## src/rtl/core/p2ps_pkg.sv

```systemverilog
`timescale 1ns / 1ps

package p2ps_pkg;

    localparam int MAX_WIDTH  = 1024;
    localparam int MAX_HEIGHT = 1024;

    // frame size registers and pixel coordinates
    localparam int REG_W      = 11;
    localparam int ROW_W      = 10;
    localparam int CFG_IDX_W  = 1;
    localparam int CFG_RESET  = 1024;
    localparam int MAX_W_EVEN = MAX_WIDTH - (MAX_WIDTH % 2);

    localparam int LUMA_DEPTH   = MAX_WIDTH * MAX_HEIGHT;
    localparam int CHROMA_DEPTH = (MAX_WIDTH / 2) * ((MAX_HEIGHT + 1) / 2);
    localparam int LUMA_AW      = $clog2(LUMA_DEPTH);
    localparam int CHROMA_AW    = $clog2(CHROMA_DEPTH);

    localparam int QUEUE_DEPTH = 4;
    localparam int QPTR_W      = $clog2(QUEUE_DEPTH);
    localparam int QCNT_W      = $clog2(QUEUE_DEPTH + 1);

    localparam int TADDR_W  = 26;
    localparam int TROW_W   = 12;
    localparam int TROW_TOP = 4095;

    typedef enum logic [CFG_IDX_W-1:0] {
        REG_FRAME_WIDTH,
        REG_FRAME_HEIGHT
    } t_cfg_reg;

    typedef enum logic [1:0] {
        CMD_Y,
        CMD_U,
        CMD_V
    } t_cmd_kind;

    typedef struct packed {
        t_cmd_kind          kind;
        logic [7:0]         data;
        logic [LUMA_AW-1:0] addr;      // Y: luma index, U/V: chroma index
        logic [LUMA_AW-1:0] lbase;     // V: luma index of top left pixel
        logic [REG_W-1:0]   width;
        logic [ROW_W-1:0]   row0;
        logic [ROW_W-1:0]   col0;
        logic               two_rows;
        logic               done;
    } t_cmd;

endpackage

```

## src/rtl/core/p2ps_queue.sv

```systemverilog
`timescale 1ns / 1ps

module p2ps_queue (
    input  logic           i_clk,
    input  logic           i_rst_n,
    input  logic           i_push,
    input  p2ps_pkg::t_cmd i_cmd,
    output logic           o_full,
    input  logic           i_pop,
    output logic           o_head_valid,
    output p2ps_pkg::t_cmd o_head
);
    import p2ps_pkg::*;

    t_cmd              r_mem [QUEUE_DEPTH];
    logic [QPTR_W-1:0] r_wr_ptr;
    logic [QPTR_W-1:0] r_rd_ptr;
    logic [QCNT_W-1:0] r_count;
    logic              do_pop;

    assign o_full       = (r_count == QCNT_W'(QUEUE_DEPTH));
    assign o_head_valid = (r_count != '0);
    assign o_head       = r_mem[r_rd_ptr];
    assign do_pop       = i_pop && o_head_valid;

    function automatic logic [QPTR_W-1:0] ptr_inc(input logic [QPTR_W-1:0] p);
        return (p == QPTR_W'(QUEUE_DEPTH - 1)) ? '0 : p + QPTR_W'(1);
    endfunction

    always_ff @(posedge i_clk) begin
        if (i_push) r_mem[r_wr_ptr] <= i_cmd;
    end

    always_ff @(posedge i_clk) begin
        if (!i_rst_n) begin
            r_wr_ptr <= '0;
            r_rd_ptr <= '0;
            r_count  <= '0;
        end else begin
            if (i_push) r_wr_ptr <= ptr_inc(r_wr_ptr);
            if (do_pop) r_rd_ptr <= ptr_inc(r_rd_ptr);
            case ({i_push, do_pop})
                2'b10:   r_count <= r_count + QCNT_W'(1);
                2'b01:   r_count <= r_count - QCNT_W'(1);
                default: r_count <= r_count;
            endcase
        end
    end

endmodule

```

## config.mk

```make
export PLATFORM = sky130hd
export DESIGN_NAME = p2ps_queue
export DESIGN_NICKNAME = d
export VERILOG_FILES = /design/src/rtl/core/p2ps_pkg.sv /design/src/rtl/core/p2ps_queue.sv
export SDC_FILE = /design/constraint.sdc
export NUM_CORES = 1
export LEC_CHECK = 0
export ABC_AREA = 1
export BUFFER_PORTS_ARGS = -buffer_cell sky130_fd_sc_hd__buf_2
export CORE_MARGIN = 2
export CORE_UTILIZATION = 35
export DETAILED_ROUTE_END_ITERATION = 12
export SYNTH_ARGS = -nofsm -noshare
export SYNTH_HDL_FRONTEND = slang
export SYNTH_SLANG_ARGS = --single-unit
```

## constraint.sdc

```tcl
create_clock -name i_clk -period 4.1 [get_ports i_clk]
set_input_delay 0 -clock i_clk [delete_from_list [all_inputs] [get_ports i_clk]]
set_output_delay 0 -clock i_clk [all_outputs]
set_load 0.01 [all_outputs]
```

==> results of run 1 <==
-- worst reg2reg max path, cell delays in order (launching register included) --
cell and delay (ns):
dfxtp_1 0.36, ha_1 0.18, nand2_1 0.09, inv_4 0.72, buf_4 0.39
-- layout by cell type (no fill, tap or decap), drive strengths merged, types with 4 or more instances in the layout --
| cell | count |
|---|---|
| clkbuf | 49 |
| bufinv | 4 |
| buf | 183 |
| dfxtp | 9 |
| inv | 18 |
| o21ai | 170 |
| nand2 | 10 |
| a21oi | 5 |
| edfxtp | 332 |
| dlygate4sd3 | 86 |
| clkinv | 12 |
| ha | 6 |
| o22ai | 83 |
| nor2 | 169 |
| nand3 | 4 |
-- per-stage QoR --
stage	hold WS (ns)	setup WS (ns)	utilization, %	power, mW	std cells
finish	0.221	1.53	45.0	9.27	1608
global route	0.203	1.24	45.0	9.73	1608
CTS	0.169	1.36	45.0	9.40	1607
detailed placement	0.215	1.95	39.2	6.01	1455
global placement	0.216	1.98	39.2	5.97	1455
floorplan	0.0989	1.47	-	5.31	865
-- area by class of cell --
| type | instances | area, um2 | area share (%) |
|---|---|---|---|
| clock inverter | 17 | 183 | 1.14 |
| tap | 461 | 577 | 3.59 |
| timing repair buffer | 269 | 1830 | 11.4 |
| sequential | 341 | 10200 | 63.2 |
| inverter | 17 | 78.8 | 0.490 |
| multi-input combinational | 453 | 2220 | 13.8 |
| clock buffer | 49 | 1030 | 6.43 |
| antenna | 1 | 2.50 | 0.0156 |
-- cell families (layout without fill, tap and decap cells) --
kind of cell,count (synthesis),in the layout,share of synthesized area [%]
flip-flops,341,341,79.4
AO/OA/AOI/OAI,259,259,11.0
AND/OR/NAND/NOR,187,187,5.60
buffers and inverters,71,352,3.24
adder cells (fa/ha/maj),7,7,0.744
other,0,1,0
-- state kept, by name, summed over array words and instances (netlist names), named ones only --
signal and cells:
r_count 3, r_mem 332, r_rd_ptr 2, r_wr_ptr 2
-- worst max-delay path by stage --
stage | endpoint | depth (start not counted)
CTS | o_head[74] | 5
global route | o_head[65] | 5
detailed placement | o_head[74] | 5
global placement | o_head[0] | 5
floorplan | r_mem[2][0] | 4
finish | o_head[74] | 5
-- power breakdown --
part / leakage (nW) / internal (mW) / switching [mW]
Clock: 0.601 / 2.02 / 1.29
Combinational: 1.96 / 0.663 / 1.25
Sequential: 3.13 / 4.01 / 0.0419
Total: 5.69 / 6.69 / 2.58
-- per-layer routing --
metal | track usage, % | up-vias
met5 | 0 | -
met4 | 4.72 | 0
met3 | 4.23 | 46
met2 | 25.0 | 195
met1 | 18.6 | 3776
li1 | - | 3782
-- timing repair --
action	in CTS	in global routing
hold buffers	86	0
buffers inserted	0	0
hold endpoints to repair	341	0
==> results by group, run 1 <==
Outcome
  – Status: finished clean

Timing
  – Max_slew headroom: between 20 and 30%
  – Worst-margin pin slew: around 1.1 ns
  – Final setup viols: 0
  – Unrepaired setup endpoints after global routing: false
  – Tmin final: 2.57 ns
  – Final Hold Viols: 0
  – Final Cycle Share: 62.8%
  – Fin. max-slew vios: 0
  – F_max: a little under 400 MHz
  – Final setup TNS: 0 ns
  – Clock skew: 0.0137 ns

Yosys
  – Primary FF master, synth: edfxtp_1
  – Post-synth cell types: 23
  – Top post-synthesis cells by count: 332 x edfxtp_1, 169 x nor2_1, 110 x o21ai_0
  – Largest cells by area after synthesis: edfxtp_1 78%, nor2_1 5.0%, o21ai_0 4.3%, o22ai_1 4.1%, o21ai_1 2.3%
  – Register area share after synthesis: between 70% and 80%
  – Share of synthesized registers carrying an async set or reset: 0%
  – Largest area contributor in the netlist: edfxtp_1
  – Number of synthesized flops with an enable pin: around 330
  – Top-count cell post-synth: edfxtp_1
  – Yosys warnings: 0
  – Cells after Synth: 865
  – Seq cells post-synth: 341
  – Syn nets: 959
  – Synth Cell Area: around 13000 um2
  – Avg Cell Area, Syn: 14.8 um2
  – Post-synth top area share: 78.0%

Placement
  – IO buf count: 171
  – GPL Wtd Cong: 0.722
  – Post-DP HPWL: 15100 um
  – DP Area: roughly 14000 um2

Critical path
  – FF-to-FF End: r_mem[3][65]
  – Startpoint Class: register
  – CP cell instances: inv_6 > buf_4 > o21ai_0 > o22ai_1 > buf_2
  – Arr. time, crit path: 2.57 ns
  – Worst r2r src: r_wr_ptr[1]
  – Buf+Inv Stages, Crit Path: 3
  – Setup CP Type: register to output pin
  – Setup slack, reg-to-reg: 2.06 ns
  – Worst path max stage delay: 0.58 ns
  – CP endpoint kind: output pin
  – Reg2Reg Depth: 4
  – CP top delay family: buffers and inverters
  – Max FO, Critical Path: 121
  – Slowest cell on the critical path: inv_6
  – Req. time, crit path: 4.10 ns

Clock network
  – Clock slew at reported path FFs: 0.06 ns
  – H-tree depth: 2
  – CTS buffer count: 37
  – Root buf cell: clkbuf_16
  – Worst-Skew Late Latency: ~0.54 ns
  – CTS tree: yes
  – PostCTS Resize Cnt: 0
  – Clock sink count: 341
  – Clock Path Buffers: 3

Run
  – Max-cap check violation count: 0

Die
  – Die W: 195 um
  – IO Count: 172
  – Die Y: 195 um
  – Cell Rows: just under 70
  – Area of the die: 38100 um2
  – Core area: about 36000 um2
  – Initial Utilization: 35.8%

Power
  – PD cells: 577 nW/um2
  – LEAKAGE: 5.69 nW
  – VDD IR max: 374 uV

Routing
  – Met3 WL: 1780 um
  – Drt wl/cell: 17.6 um
  – Via count: 7799
  – Antenna-violating nets left: 0
  – Via density: 4.85
  – Highest metal used: met4
  – DR iter-0 viols: 347
  – DRC Markers: 0
  – Drt pass-1 iters: 4
  – Detailed Route WL: approximately 28000 um
  – Met1 WL: 12400 um
  – Routed length on met2: 13400 um

Global route
  – Total gr overflow: 0
  – Initial antenna violation count: 1
  – Largest net degree at the start of global routing: 122
  – Vias in the first global route: 8039
  – GRT Total Usage: 14.9%
  – First-pass GRT wire length: 44000 um

Final layout
  – Fill count: between 3000 and 4000
  – Share of cells above drive strength 1: 21.4%
  – Nets: 1213
  – Layout area overhead: 25.8%
  – Final Instance Area: 16100 um2

Min path
  – WHS Path Cells: 2
  – Hold endpoint: r_mem[2][74]
  – Worst hold start: i_cmd[74]
  – Hold crit path type: input port to register
Power figures use the tool's default switching activity.
==> run 2, diff against run 1 <==
==> constraint.sdc (replaced) <==
create_clock -name i_clk -period 2.2 [get_ports i_clk]
set_input_delay 0 -clock i_clk [delete_from_list [all_inputs] [get_ports i_clk]]
set_output_delay 0 -clock i_clk [all_outputs]
set_load 0.01 [all_outputs]
==> run 2 against run 1 <==
Against the previous run:
- design area increased by 1.0%
- power is 87% higher
- via count rose by 1.0%
- clock power increased by 81%
- setup slack worse by 1.4 ns
- sequential power is 86% higher
- largest power group unchanged
- hold slack better by 0.0055 ns
- cell count grew 0.68%
- sequential share of layout area down 0.65 points
- core utilization up 0.47 points
==> results by group, run 2 (synthesis gave the netlist of run 1 again) <==
Routing
  – Drt wl/cell: 17.9 um
  – Drt pass-1 iters: 4
  – Detailed Route WL: 29000 um
  – Via density: 4.87
  – Via count: 7878
  – Antenna-violating nets left: 0
  – DR iter-0 viols: around 400
  – DRC Markers: 0

Final layout
  – Nets: 1223
  – Biggest registers after layout: r_mem x332, r_count x3
  – Fill count: around 3200
  – Fin util: 45.5%
  – Commonest non-fill, non-tap cell in the layout: edfxtp_1
  – Most frequent cells in the layout: 332 x edfxtp_1, 171 x buf_2, 169 x nor2_1
  – Max reg flops: 332
  – Layout area overhead: 27.1%
  – Share of cells above drive strength 1: between 20 and 25%
  – Top reg by flops: r_mem

Power
  – Sw frac: 28.3%
  – Clock power share: approximately a third
  – PD cells: 1060 nW/um2
  – Register share of total power: 43.6%
  – Sw Pwr: 4.90 mW
  – Internal: 12.4 mW
  – Design Power: 17.3 mW
  – VDD IR max: 748 uV
  – LEAKAGE: 5.71 nW
  – Combinational Power Share: 21.8%

Timing
  – Final Hold Viols: 0
  – F_max: 476 MHz
  – Clock skew: 0.00696 ns
  – Final setup viols: 0
  – Final setup TNS: 0 ns
  – Final Cycle Share: 95.5%
  – Worst-margin pin slew: approximately 0.59 ns
  – Tmin final: 2.10 ns
  – Max_slew headroom: approximately three fifths
  – Fin. max-slew vios: 0
  – Unrepaired setup endpoints after global routing: false

Critical path
  – Levels on crit path: 6
  – CP cell instances: inv_2 > ha_2 > o21ai_0 > dlygate4sd3_1 > a21oi_1 > dlygate4sd3_1
  – Req. time, crit path: around 2.6 ns
  – Reg2Reg Depth: 6
  – CP endpoint kind: register
  – CP top delay family: buffers and inverters
  – Buf+Inv Stages, Crit Path: 3
  – Arr. time, crit path: 2.51 ns
  – FF-to-FF End: r_wr_ptr[1]
  – Crit path from: r_wr_ptr[0]
  – Startpoint Class: register
  – Worst r2r src: r_wr_ptr[0]
  – Worst path max stage delay: 0.57 ns
  – Most frequent CP cell: dlygate4sd3_1
  – Slowest cell on the critical path: dlygate4sd3_1
  – Max FO, Critical Path: 4
  – Setup slack, reg-to-reg: 0.1 ns
  – Setup CP Type: register to register

Die
  – Core area: 35700 um2
  – Cell Rows: slightly below 70
  – Die Y: 195 um
  – Initial Utilization: between 30% and 40%
  – IO Count: between 150 and 200
  – Area of the die: 38100 um2
  – Die W: slightly below 200 um

Clock network
  – CTS buffer count: 37
  – Root buf cell: clkbuf_16
  – Clock slew at reported path FFs: 0.06 ns
  – CTS tree: yes
  – Clock sink count: 341
  – H-tree depth: 2
  – Clock Path Buffers: 3
  – Worst-Skew Late Latency: around 0.52 ns

Global route
  – First-pass GRT wire length: 44300 um
  – Initial antenna violation count: 1
  – Vias in the first global route: between 7000 and 8000
  – Largest net degree at the start of global routing: 84
  – GRT Total Usage: 15.0%
  – Total gr overflow: 0

Placement
  – Post-DP HPWL: 15600 um
  – GPL Wtd Cong: 0.761
  – IO buf count: roughly 170

Min path
  – Hold endpoint: r_mem[0][5]
  – WHS Path Cells: 2
  – Hold crit path type: input port to register
  – Worst hold start: i_cmd[5]

Outcome
  – Status: finished clean

Run
  – Max-cap check violation count: 0
## run 2: cell count changes in the layout (fill, tap and decap cells not counted), sizes merged
cell / change
buf: +8
clkinvlp: +6
dlygate4sd3: +2
inv: -2
bufinv: -1
clkbuf: -1
clkinv: -1
## run 2: how the worst max path moves through the flow
stage	end	slack, ns
final	r_wr_ptr[1]	0.1
after global routing	r_wr_ptr[1]	0.01
after CTS	o_head[74]	0.11
after detailed placement	r_count[2]	0.41
after global placement	r_count[2]	0.43
after floorplan	r_mem[0][0]	-0.005
## run 2: metrics by stage
stage | cell area [um2] | cells | hold WS, ns | worst slack, ns
3_5_place_dp | 14200 | 1463 | 0.215 | 0.406
6_report | 16200 | 1619 | 0.227 | 0.0991
4_1_cts | 16200 | 1618 | 0.195 | 0.114
2_1_floorplan | 12800 | 865 | 0.0989 | -0.00503
3_3_place_gp | 14200 | 1463 | 0.215 | 0.434
5_1_grt | 16200 | 1619 | 0.218 | 0.0142
## run 2: power groups by stage
| stage | logic [mW] | registers [mW] | clock network [mW] |
|---|---|---|---|
| after floorplan | 2.23 | 7.67 | 0 |
| after global placement | 3.67 | 7.68 | 0 |
| after detailed placement | 3.70 | 7.69 | 0 |
| after CTS | 3.85 | 7.55 | 6.15 |
| after global routing | 4.15 | 7.57 | 6.40 |
| final | 3.77 | 7.55 | 5.98 |
## run 2: worst register-to-register path, cell delays in order, from the launching register on
cell and delay (ns):
dfxtp_2 0.33, inv_2 0.08, ha_2 0.26, o21ai_0 0.15, dlygate4sd3_1 0.57, a21oi_1 0.04
dlygate4sd3_1 0.55
## run 2: cell type report
class                   instances  area, um2  area share (%)
repair buffers                279       2010            12.4
clock inverters                19        173            1.06
flip-flops and latches        341      10200            62.5
clock buffers                  48       1010            6.20
diodes                          1       2.50          0.0154
well taps                     461        577            3.55
multi-input cells             453       2230            13.7
inverters                      17       83.8           0.516
## run 2: what timing repair did
action	CTS	global route
hold buffers	88	0
gates resized for setup	0	0
hold endpoints to repair	341	0
buffers inserted	0	0
## run 2: per-layer routing
layer  up-vias  wire length [um]  global-route usage [%]
li1       3801                 -                       -
met1      3812             13000                    19.9
met2       221             13600                    24.5
met3        44              1710                    3.47
met4         0               613                    4.69
met5         -                 0                       0
