File: config.mk
export PLATFORM = sky130hd
export DESIGN_NAME = p2ps_front
export DESIGN_NICKNAME = d
export VERILOG_FILES = /design/src/rtl/core/p2ps_pkg.sv /design/src/rtl/core/p2ps_front.sv
export SDC_FILE = /design/constraint.sdc
export NUM_CORES = 1
export LEC_CHECK = 0
export BUFFER_PORTS_ARGS = -buffer_cell sky130_fd_sc_hd__buf_2
export CAP_MARGIN = 25
export CORE_UTILIZATION = 65
export CTS_BUF_LIST = sky130_fd_sc_hd__clkbuf_2 sky130_fd_sc_hd__clkbuf_4 sky130_fd_sc_hd__clkbuf_8
export CTS_CLUSTER_SIZE = 25
export DETAILED_ROUTE_END_ITERATION = 16
export GPL_TIMING_DRIVEN = 0
export PLACE_DENSITY = 0.9
export SKIP_LAST_GASP = 1
export SLEW_MARGIN = 0
export SYNTH_ARGS = -nofsm -noshare
export SYNTH_HDL_FRONTEND = slang
export SYNTH_SLANG_ARGS = --single-unit
File: constraint.sdc
create_clock -name i_clk -period 11.4 [get_ports i_clk]
set_input_delay 1.14 -clock i_clk [delete_from_list [all_inputs] [get_ports i_clk]]
set_output_delay 1.14 -clock i_clk [all_outputs]
set_load 0.05 [all_outputs]
File: src/rtl/core/p2ps_pkg.sv
`timescale 1ns / 1ps

package p2ps_pkg;

    localparam int MAX_WIDTH  = 1024;
    localparam int MAX_HEIGHT = 1024;

    // frame size registers and pixel coordinates
    localparam int REG_W      = 11;
    localparam int ROW_W      = 10;
    localparam int CFG_IDX_W  = 1;
    localparam int CFG_RESET  = 1024;
    localparam int MAX_W_EVEN = MAX_WIDTH - (MAX_WIDTH % 2);

    localparam int LUMA_DEPTH   = MAX_WIDTH * MAX_HEIGHT;
    localparam int CHROMA_DEPTH = (MAX_WIDTH / 2) * ((MAX_HEIGHT + 1) / 2);
    localparam int LUMA_AW      = $clog2(LUMA_DEPTH);
    localparam int CHROMA_AW    = $clog2(CHROMA_DEPTH);

    localparam int QUEUE_DEPTH = 4;
    localparam int QPTR_W      = $clog2(QUEUE_DEPTH);
    localparam int QCNT_W      = $clog2(QUEUE_DEPTH + 1);

    localparam int TADDR_W  = 26;
    localparam int TROW_W   = 12;
    localparam int TROW_TOP = 4095;

    typedef enum logic [CFG_IDX_W-1:0] {
        REG_FRAME_WIDTH,
        REG_FRAME_HEIGHT
    } t_cfg_reg;

    typedef enum logic [1:0] {
        CMD_Y,
        CMD_U,
        CMD_V
    } t_cmd_kind;

    typedef struct packed {
        t_cmd_kind          kind;
        logic [7:0]         data;
        logic [LUMA_AW-1:0] addr;      // Y: luma index, U/V: chroma index
        logic [LUMA_AW-1:0] lbase;     // V: luma index of top left pixel
        logic [REG_W-1:0]   width;
        logic [ROW_W-1:0]   row0;
        logic [ROW_W-1:0]   col0;
        logic               two_rows;
        logic               done;
    } t_cmd;

endpackage

File: src/rtl/core/p2ps_front.sv
`timescale 1ns / 1ps

module p2ps_front (
    input  logic                           i_clk,
    input  logic                           i_rst_n,
    input  logic                           i_cfg_valid,
    output logic                           o_cfg_ready,
    input  logic [p2ps_pkg::CFG_IDX_W-1:0] i_cfg_index,
    input  logic [p2ps_pkg::REG_W-1:0]     i_cfg_data,
    input  logic                           i_in_valid,
    output logic                           o_in_stall,
    input  logic [7:0]                     i_stream_byte,
    input  logic                           i_q_full,
    output logic                           o_push,
    output p2ps_pkg::t_cmd                 o_cmd
);
    import p2ps_pkg::*;

    typedef enum logic [1:0] {
        PH_Y,
        PH_U,
        PH_V
    } t_phase;

    t_phase             r_phase, n_phase;
    logic [LUMA_AW-1:0] r_count, n_count;
    logic [ROW_W-1:0]   r_col, n_col;
    logic [ROW_W-1:0]   r_row, n_row;
    logic [LUMA_AW-1:0] r_lrow, n_lrow;
    logic [REG_W-1:0]   r_cur_w, n_cur_w;
    logic [REG_W-1:0]   r_cur_h, n_cur_h;
    logic [REG_W-1:0]   r_cfg_w;
    logic [REG_W-1:0]   r_cfg_h;

    logic [REG_W-1:0]   eff_w, eff_h, w_now, h_now, hh_p1;
    logic [ROW_W-1:0]   hw, hh;
    logic               first, y_col_end, y_row_end, c_col_end, c_row_end;

    assign o_cfg_ready = 1'b1;
    assign o_in_stall  = i_q_full;
    assign o_push      = i_in_valid && !i_q_full;

    always_ff @(posedge i_clk) begin
        if (!i_rst_n) begin
            r_cfg_w <= REG_W'(CFG_RESET);
            r_cfg_h <= REG_W'(CFG_RESET);
        end else if (i_cfg_valid) begin
            case (t_cfg_reg'(i_cfg_index))
                REG_FRAME_WIDTH:  r_cfg_w <= i_cfg_data;
                REG_FRAME_HEIGHT: r_cfg_h <= i_cfg_data;
                default: ;
            endcase
        end
    end

    // clamp the size registers into the legal range
    always_comb begin
        eff_w = r_cfg_w & ~REG_W'(1);
        if (eff_w < REG_W'(2)) eff_w = REG_W'(2);
        if (int'(eff_w) > MAX_W_EVEN) eff_w = REG_W'(MAX_W_EVEN);
        eff_h = r_cfg_h;
        if (eff_h < REG_W'(1)) eff_h = REG_W'(1);
        if (int'(eff_h) > MAX_HEIGHT) eff_h = REG_W'(MAX_HEIGHT);
    end

    always_comb begin
        first     = (r_count == '0);
        w_now     = first ? eff_w : r_cur_w;
        h_now     = first ? eff_h : r_cur_h;
        y_col_end = (REG_W'(r_col) == w_now - REG_W'(1));
        y_row_end = (REG_W'(r_row) == h_now - REG_W'(1));
        hw        = r_cur_w[REG_W-1:1];
        hh_p1     = r_cur_h + REG_W'(1);
        hh        = hh_p1[REG_W-1:1];
        c_col_end = (r_col == hw - ROW_W'(1));
        c_row_end = (r_row == hh - ROW_W'(1));

        o_cmd.data     = i_stream_byte;
        o_cmd.addr     = r_count;
        o_cmd.lbase    = r_lrow + LUMA_AW'({r_col, 1'b0});
        o_cmd.width    = r_cur_w;
        o_cmd.row0     = {r_row[ROW_W-2:0], 1'b0};
        o_cmd.col0     = {r_col[ROW_W-2:0], 1'b0};
        o_cmd.two_rows = !(r_cur_h[0] && c_row_end);
        o_cmd.done     = c_row_end && c_col_end;

        n_phase = r_phase;
        n_count = r_count + LUMA_AW'(1);
        n_col   = r_col + ROW_W'(1);
        n_row   = r_row;
        n_lrow  = r_lrow;
        n_cur_w = r_cur_w;
        n_cur_h = r_cur_h;

        case (r_phase)
            PH_U: begin
                o_cmd.kind = CMD_U;
                if (c_col_end) begin
                    n_col = '0;
                    n_row = r_row + ROW_W'(1);
                    if (c_row_end) begin
                        n_phase = PH_V;
                        n_count = '0;
                        n_row   = '0;
                        n_lrow  = '0;
                    end
                end
            end
            PH_V: begin
                o_cmd.kind = CMD_V;
                if (c_col_end) begin
                    n_col  = '0;
                    n_row  = r_row + ROW_W'(1);
                    n_lrow = r_lrow + LUMA_AW'({r_cur_w, 1'b0});
                    if (c_row_end) begin
                        n_phase = PH_Y;
                        n_count = '0;
                        n_row   = '0;
                        n_lrow  = '0;
                    end
                end
            end
            default: begin
                // Y plane; frame size is taken on its first byte
                o_cmd.kind = CMD_Y;
                n_phase    = PH_Y;
                if (first) begin
                    n_cur_w = eff_w;
                    n_cur_h = eff_h;
                end
                if (y_col_end) begin
                    n_col = '0;
                    n_row = r_row + ROW_W'(1);
                    if (y_row_end) begin
                        n_phase = PH_U;
                        n_count = '0;
                        n_row   = '0;
                    end
                end
            end
        endcase
    end

    always_ff @(posedge i_clk) begin
        if (!i_rst_n) begin
            r_phase <= PH_Y;
            r_count <= '0;
            r_col   <= '0;
            r_row   <= '0;
            r_lrow  <= '0;
            r_cur_w <= REG_W'(CFG_RESET);
            r_cur_h <= REG_W'(CFG_RESET);
        end else if (o_push) begin
            r_phase <= n_phase;
            r_count <= n_count;
            r_col   <= n_col;
            r_row   <= n_row;
            r_lrow  <= n_lrow;
            r_cur_w <= n_cur_w;
            r_cur_h <= n_cur_h;
        end
    end

endmodule

==> results of run 1 <==
==> kinds of logic (layout without fill, tap and decap cells) <==
logic type | Yosys count | count (layout) | synth area share, %
AO/OA/AOI/OAI | 282 | 282 | 20.9
XOR/XNOR | 100 | 100 | 10.1
adder cells (fa/ha/maj) | 35 | 35 | 5.13
buffers and inverters | 149 | 261 | 8.46
flip-flops | 104 | 104 | 23.6
multiplexers | 21 | 21 | 2.58
other | 2 | 4 | 0.0851
AND/OR/NAND/NOR | 494 | 494 | 29.2
==> layer usage <==
metal | routed length, µm | up-vias | GRT usage, %
met2 | 11900 | 529 | 60.7
li1 | - | 4477 | -
met3 | 2220 | 100 | 7.77
met5 | 0 | - | 0
met4 | 1120 | 0 | 18.4
met1 | 10900 | 4427 | 47.4
==> cell type report <==
cell class	instances	area, µm²	share of cell area, %
well taps	176	220	2.26
flip-flops and latches	104	2080	21.3
multi-input cells	936	6010	61.6
clock buffers	9	124	1.27
plain buffers	119	634	6.50
inverters	30	113	1.15
repair buffers	97	485	4.98
clock inverters	6	92.6	0.949
==> cells in the final DEF, fill, tap and decap left out, types with 11 or more instances in the layout <==
master / n
nand4_1: 22
nor2b_1: 21
clkbuf_1: 55
buf_4: 38
xor2_1: 31
nor3_1: 27
a211oi_1: 11
a31oi_1: 14
mux2i_1: 16
inv_1: 30
xnor2_1: 68
o21ai_1: 27
o21ai_0: 36
buf_2: 115
nand3_1: 49
nor4b_1: 15
dfxtp_1: 104
nand2_1: 138
nor4_1: 27
o211ai_1: 25
and3_1: 21
nor2_1: 98
or3_1: 13
nand2b_1: 11
a21oi_1: 77
ha_1: 33
o31ai_1: 13
a21o_1: 11
==> power groups by stage <==
stage	Combinational, µW	Clock [µW]	Sequential, µW
2_1_floorplan	96.1	0	385
3_3_place_gp	128	0	385
3_5_place_dp	130	0	385
4_1_cts	131	263	376
5_1_grt	145	276	378
6_report	135	264	377
==> final timing paths <==
kind	to	cells past startpoint	slack (ns)
hold / removal	r_lrow[10]	2	0.50
setup / recovery	r_count[0]	19	5.59
hold reg to reg	r_lrow[10]	2	0.50
setup reg to reg	r_count[0]	19	5.59
==> worst max-delay path, cell delays in order, from the launching register on <==
cell	delay, ns
dfxtp_1	0.37
nor4_1	0.74
nand4_1	0.34
nor2_2	0.40
buf_4	0.27
buf_4	0.21
nor2_1	0.05
a21oi_1	0.13
ha_1	0.17
clkbuf_1	0.34
or4b_2	0.72
a22oi_1	0.23
o21ai_0	0.12
a211oi_1	0.32
nand4_1	0.12
and4bb_1	0.35
nand4_1	0.29
buf_2	0.30
nand4_1	0.12
a21oi_1	0.08
==> registers in the layout, indices dropped and copies added, names as in the netlist <==
name	count
r_count	20
r_lrow	19
r_cfg_h	11
r_cur_h	11
r_cur_w	11
r_cfg_w	10
r_col	10
r_row	10
r_phase	2
==> metrics by stage <==
stage | cells | cell area [µm²] | hold slack (ns) | utilization, % | worst slack [ns]
floorplan | 1189 | 8830 | 0.444 | - | 6.85
global placement | 1462 | 9540 | 0.471 | 72.0 | 6.00
detailed placement | 1462 | 9540 | 0.488 | 72.0 | 5.89
CTS | 1477 | 9760 | 0.502 | 73.7 | 5.85
global route | 1477 | 9760 | 0.520 | 73.7 | 5.37
finish | 1477 | 9760 | 0.502 | 73.7 | 5.59
==> run metrics, run 1 <==
Main synth FF type=dfxtp_1; largest net degree at the start of global routing=18; # IOs=111; first drt pass iteration count=7; Logic pwr share=17.4%; GR Overflow Total=0; switching part of the total=30.6%; synth warn=0; Seq/Total Area, Yosys=23.6%; hold bufs inserted after CTS=0; Buffers on Ports=97; die span in y=119 µm; diodes inserted=0; DR vias=9,533; vias in the first global route=8,837; Max clock buf depth=2; share of the synthesized area in the top cell type=23.6%; synth unique cells=83; P&R area growth vs syn=10.5%; Core ar.=13,200 µm²; Slew headroom=44.8%; most frequent cells after synthesis=nand2_1, dfxtp_1, nor2_1, a21oi_1, xnor2_1; Max IR drop VDD=0.000109 V; Nets=1,357; clock slew at reported path FFs=0.11 ns; # rows=42; top-count cell post-synth=nand2_1; FMAX=0.172 GHz; RSZ-0062 raised after global routing=no; ys async rst share=0%; min-delay src=r_lrow[10]; Detailed Route WL=26,100 µm; maxcap violations=0; Post-synth EDFFs=0; layout cell share with drive strength beyond 1=15.4%; CTS resizes=0; shortest period the worst path allows=5.81 ns; CTS tree=built; Min-Delay Path Class=flip-flop to flip-flop; Die ar.=14,100 µm²; mean area per synthesized cell=7.44 µm²; Cell Pwr Density=79.5 nW/µm²; setup TNS=0 ns; TritonCTS buffer count=9; #FFs+latches synth=104; Vias per Instance=6.45; root buffer cell=clkbuf_8; clock power share=34.0%; setup violators final=0; Hold Fails Final Rpt=0; critical path required time=11.66 ns; Leak Pwr=0.00420 µW; first-pass GRT wire length=42,600 µm; kind of critical path=flip-flop to flip-flop; post-CTS setup buffer count=0; filler instances=1,112; Remaining DRCs=0; Worst Path Arrival=6.07 ns; CTS sink cnt=104; leading post-synthesis cells by cell area=dfxtp_1, xnor2_1, nand2_1, ha_1, a21oi_1; cell internal pwr=538 µW; Cell Area, Synth=8830 µm²; dpl hpwl=19,400 µm; Final period util=51.0%; RR Startpoint=r_count[14]; die width=119 µm; Worst setup EP type=flip-flop; worst-path maximum fanout=10; gpl congestion=0.991; total global-route track usage=37.5%; area leader, netlist=dfxtp_1; status=finished clean; starting density of the core=66.7%; Clock Latency Late Sink=0.40 ns; Worst Setup SP=r_count[14]; initial antenna violation count=0; Slew Viols, Final=0; htree depth=3; clk_skew=0.0193 ns; Avg WL per Cell=17.7 µm; Final ANT Viol Nets=0; CP startpoint kind=flip-flop; synthesized instance count=1,187; Sw Pwr=238 µW; worst slew pin tran=0.820 ns; initial detailed-routing violation count=1,027; Design Power=776 µW; sequential share of power=48.6%
(Power assumes the default switching activity.)
==> run 2: changes to the inputs <==
--- a/config.mk
+++ b/config.mk
@@ -7,12 +7,12 @@
 export LEC_CHECK = 0
 export BUFFER_PORTS_ARGS = -buffer_cell sky130_fd_sc_hd__buf_2
 export CAP_MARGIN = 25
-export CORE_UTILIZATION = 65
+export CORE_UTILIZATION = 61
 export CTS_BUF_LIST = sky130_fd_sc_hd__clkbuf_2 sky130_fd_sc_hd__clkbuf_4 sky130_fd_sc_hd__clkbuf_8
 export CTS_CLUSTER_SIZE = 25
 export DETAILED_ROUTE_END_ITERATION = 16
 export GPL_TIMING_DRIVEN = 0
-export PLACE_DENSITY = 0.9
+export PLACE_DENSITY = 0.85
 export SKIP_LAST_GASP = 1
 export SLEW_MARGIN = 0
 export SYNTH_ARGS = -nofsm -noshare
==> constraint.sdc (replaced) <==
create_clock -name i_clk -period 5.6 [get_ports i_clk]
set_input_delay 0.56 -clock i_clk [delete_from_list [all_inputs] [get_ports i_clk]]
set_output_delay 0.56 -clock i_clk [all_outputs]
set_load 0.05 [all_outputs]
==> run metrics, run 2 (synthesis results as in run 1) <==
max reg flops=20; Nets=1,356; Die ar.=15,000 µm²; Cell Pwr Density=161 nW/µm²; Hold Fails Final Rpt=0; Worst Path Arrival=5.59 ns; worst slew pin tran=0.746 ns; gpl congestion=0.989; critical path required time=5.88 ns; root buffer cell=clkbuf_8; first-pass GRT wire length=40,700 µm; setup violators final=0; status=finished clean; die span in y=122 µm; kind of critical path=flip-flop to flip-flop; dpl hpwl=20,000 µm; filler instances=1,257; Slew Viols, Final=0; TritonCTS buffer count=9; # IOs=111; Final ANT Viol Nets=0; Core ar.=14,000 µm²; first drt pass iteration count=5; FMAX=0.188 GHz; Buffers on Ports=97; largest net degree at the start of global routing=17; Cells after DPL=1,466; Max IR drop VDD=0.000131 V; GR Overflow Total=0; RSZ-0062 raised after global routing=no; P&R area growth vs syn=10.8%; die width=122 µm; Detailed Route WL=26,200 µm; # rows=43; Min-Delay Path Class=input pin to flip-flop; Avg WL per Cell=17.7 µm; most frequent cells in the layout=nand2_1, buf_2, dfxtp_1, nor2_1, a21oi_1; initial detailed-routing violation count=967; htree depth=3; worst-path maximum fanout=10; setup TNS=0 ns; Reg with most FFs=r_count; Worst setup EP type=flip-flop; CTS sink cnt=104; initial antenna violation count=0; Non-Filler Instances=1,481; Final period util=94.8%; Slew headroom=50.3%; clk_skew=0.0155 ns; diodes inserted=0; Remaining DRCs=0; commonest non-fill, non-tap cell in the layout=nand2_1; vias in the first global route=7,950; total global-route track usage=34.7%; starting density of the core=63.1%; layout cell share with drive strength beyond 1=15.7%; shortest period the worst path allows=5.31 ns; CTS tree=built; Clock Latency Late Sink=0.40 ns; clock slew at reported path FFs=0.11 ns; Leak Pwr=0.00421 µW; DR vias=9,356; Vias per Instance=6.32; biggest regs=r_count: 20 flops, r_lrow: 19 flops; maxcap violations=0; CP startpoint kind=flip-flop; Max clock buf depth=2; hold bufs inserted after CTS=0
-- run 2: through the flow --
step | total power, µW | hold slack [ns] | cell area, µm² | setup WS, ns | utilization (%)
6_report | 1570 | 0.393 | 9780 | 0.288 | 69.9
3_3_place_gp | 1050 | 0.468 | 9550 | 0.196 | 68.2
5_1_grt | 1620 | 0.413 | 9780 | 0.00981 | 69.9
4_1_cts | 1560 | 0.389 | 9770 | 0.0880 | 69.8
2_1_floorplan | 979 | 0.444 | 8830 | 1.05 | -
3_5_place_dp | 1050 | 0.484 | 9550 | 0.103 | 68.2
-- run 2: final cells by class --
cell class              count  area [µm²]  area share (%)
clock buffers              13         173            1.77
well taps                 180         225            2.30
flip-flops and latches    104        2080            21.3
inverters                  30         113            1.15
plain buffers             118         631            6.45
multi-input cells         936        6020            61.6
repair buffers             97         485            4.96
clock inverters             3        47.5           0.486
-- run 2: final timing paths --
path | startpoint | to | slack, ns | depth (start not counted)
setup / recovery | r_count[0] | r_count[3] | 0.29 | 20
setup reg to reg | r_count[0] | r_count[3] | 0.29 | 20
hold / removal | i_cfg_data[10] | r_cfg_w[10] | 0.39 | 3
hold reg to reg | r_cfg_w[8] | r_cfg_w[8] | 0.50 | 2
-- run 2: critical path: stages (launching register included) --
cell	delay (ns)
dfxtp_1	0.37
inv_1	0.09
ha_1	0.15
nor4b_2	0.30
nand4_1	0.35
nor2_4	0.29
buf_4	0.24
buf_4	0.21
nor2_1	0.05
a21oi_1	0.11
ha_1	0.37
or4b_2	0.71
a22oi_1	0.20
o21ai_0	0.13
a211oi_1	0.34
nand4_1	0.12
and4bb_1	0.36
nand4_1	0.28
buf_2	0.29
o211ai_1	0.12
o21ai_1	0.11
-- run 2: where the power goes --
part           internal (µW)  switching, µW
registers                750           17.4
logic                   92.5            181
clock network            251            278
-- run 2: routing by layer --
| metal | track usage (%) | part of all wire (%) | wire, µm |
|---|---|---|---|
| met1 | 46.6 | 43 | 11200 |
| met2 | 56.1 | 46 | 12000 |
| met3 | 4.41 | 8.5 | 2240 |
| met4 | 14.0 | 2.9 | 763 |
| met5 | 0 | 0 | 0 |
-- run 2: repair_timing --
item                                   in CTS  in global routing
gates resized for setup                     0                  3
endpoints found under the hold margin       0                  0
setup endpoints to repair                   0                 40
setup buffers                               0                  0
==> run 3: changes to the inputs <==
--- a/config.mk
+++ b/config.mk
@@ -7,12 +7,12 @@
 export LEC_CHECK = 0
 export BUFFER_PORTS_ARGS = -buffer_cell sky130_fd_sc_hd__buf_2
 export CAP_MARGIN = 25
-export CORE_UTILIZATION = 61
-export CTS_BUF_LIST = sky130_fd_sc_hd__clkbuf_2 sky130_fd_sc_hd__clkbuf_4 sky130_fd_sc_hd__clkbuf_8
+export CORE_UTILIZATION = 60
+export CTS_BUF_LIST = sky130_fd_sc_hd__clkbuf_4 sky130_fd_sc_hd__clkbuf_8 sky130_fd_sc_hd__clkbuf_16
 export CTS_CLUSTER_SIZE = 25
 export DETAILED_ROUTE_END_ITERATION = 16
 export GPL_TIMING_DRIVEN = 0
-export PLACE_DENSITY = 0.85
+export PLACE_DENSITY = 0.84
 export SKIP_LAST_GASP = 1
 export SLEW_MARGIN = 0
 export SYNTH_ARGS = -nofsm -noshare
==> run metrics, run 3 (synthesis results as in run 1) <==
status=finished clean; cell internal pwr=1200 µW; Slew headroom=48.3%; commonest non-fill, non-tap cell in the layout=nand2_1; Worst Slack Setup Final=0.317 ns; crit-path max cell delay=0.71 ns; Cells after DPL=1,466; die width=123 µm; die span in y=123 µm; Min-Delay Path Class=input pin to flip-flop; worst slew pin tran=0.776 ns; Slew Viols, Final=0; Max IR drop VDD=0.000220 V; FMAX=0.189 GHz; cell family with most CP delay=simple AND/OR/NAND/NOR gates; Remaining DRCs=0; Sw Pwr=506 µW; reg-to-reg endpoint=r_count[19]; root buffer cell=clkbuf_16; CP Cell Sequence=inv_1, ha_1, nor4b_4, nand4_1, buf_4, nor2_4, buf_4, buf_4, nor2_1, a21oi_1, ha_2, or4b_2, a22oi_1, o21ai_0, a211oi_1, nand4_1, and4bb_1, nand4_1, buf_2, o211ai_1, o21ai_0; Buffers on Ports=97; largest net degree at the start of global routing=19; shortest period the worst path allows=5.28 ns; worst-path maximum fanout=10; Hold Fails Final Rpt=0; Non-Filler Instances=1,483; CP max stage cell=or4b_2; sequential share of power=45.0%; CTS sink cnt=104; cell depth of the worst setup path=21; Cell Pwr Density=172 nW/µm²; initial antenna violation count=0; Worst Setup EP=r_count[19]; DR vias=9,415; setup violators final=0; Clock Latency Late Sink=0.37 ns; most frequent cells in the layout=nand2_1, buf_2, dfxtp_1, nor2_1, a21oi_1; Die ar.=15,200 µm²; clock slew at reported path FFs=0.08 ns; CTS tree=built; Worst Path Buf+Inv=5; htree depth=3; pre-CTS setup slack=0.0563 ns; Final ANT Viol Nets=0; vias in the first global route=8,487; maxcap violations=0; Nets=1,358; dpl hpwl=20,100 µm; Max clock buf depth=2; Core ar.=14,100 µm²; CP startpoint kind=flip-flop; Worst setup EP type=flip-flop; met2 routed WL=11,800 µm; wire length on met3=2590 µm; clock power share=38.6%; Met1 Wirelength=11,400 µm; # rows=43; worst-case reg-to-reg path depth=21; P&R area growth vs syn=12.0%; switching part of the total=29.7%; TritonCTS buffer count=9; hold bufs inserted after CTS=0; critical path required time=5.83 ns; gpl congestion=0.971; GR Overflow Total=0; Leak Pwr=0.00426 µW; setup TNS=0 ns; RR Startpoint=r_count[0]; Worst Path Arrival=5.52 ns; starting density of the core=62.6%; layout cell share with drive strength beyond 1=15.9%; Detailed Route WL=26,700 µm; # IOs=111; Avg WL per Cell=18.0 µm; RSZ-0062 raised after global routing=no; diodes inserted=0; first drt pass iteration count=8; kind of critical path=flip-flop to flip-flop; max reg flops=20; Logic pwr share=16.4%; total global-route track usage=36.1%; biggest regs=r_count: 20 flops, r_lrow: 19 flops; first-pass GRT wire length=42,700 µm; Top Metal Used=met4; initial detailed-routing violation count=974; Final period util=94.3%; final core utilization=70.1%; reg2reg setup slack=0.32 ns; clk_skew=0.00955 ns; Worst Setup SP=r_count[0]; Vias per Instance=6.35; Reg with most FFs=r_count
-- run 3: cell count changes in the layout (fill, tap and decap cells not counted), sizes merged --
cell and change:
buf +2, clkbuf -4, inv +2, clkinvlp +2
-- run 3: metal layers --
metal	GRT usage [%]	up-vias
li1	-	4444
met1	48.6	4391
met2	56.0	510
met3	8.21	70
met4	13.6	0
met5	0	-
-- run 3: tightest hold or removal path: stages --
cell and delay, ns:
buf_2 0.10, nand2_1 0.05, a21oi_1 0.05
-- run 3: power groups by stage --
| stage | registers (µW) | logic [µW] | clock network, µW |
|---|---|---|---|
| after floorplan | 784 | 196 | 0 |
| after global placement | 782 | 263 | 0 |
| after detailed placement | 783 | 266 | 0 |
| after CTS | 765 | 268 | 661 |
| after global routing | 768 | 300 | 689 |
| final | 766 | 279 | 657 |
-- run 3: how the worst min path moves through the flow --
| stage | start | cells after the start | end |
|---|---|---|---|
| detailed placement | r_cfg_w[8] | 2 | r_cfg_w[8] |
| global placement | r_lrow[10] | 2 | r_lrow[10] |
| floorplan | r_cfg_w[8] | 2 | r_cfg_w[8] |
| global route | i_cfg_data[8] | 3 | r_cfg_w[8] |
| finish | i_cfg_data[8] | 3 | r_cfg_w[8] |
| CTS | i_cfg_data[8] | 3 | r_cfg_w[8] |
-- run 3: cell type report --
class                           count  area, µm²
Inverter                           30        113
Buffer                            118        631
Fill cell                        1241       4210
Clock inverter                      7       76.3
Multi-Input combinational cell    936       6030
Timing Repair Buffer               99        500
Clock buffer                        9        225
Sequential cell                   104       2080
Tap cell                          180        225
-- run 3: stage by stage --
stage	cell area (µm²)	hold slack (ns)	power (µW)
global route	9890	0.446	1760
floorplan	8830	0.444	979
detailed placement	9550	0.482	1050
finish	9890	0.440	1700
global placement	9550	0.471	1050
CTS	9850	0.439	1690
-- run 3: repair_timing --
action / in CTS / in global routing
setup buffers: 0 / 2
setup endpoints to repair: 0 / 40
resized for setup: 0 / 5
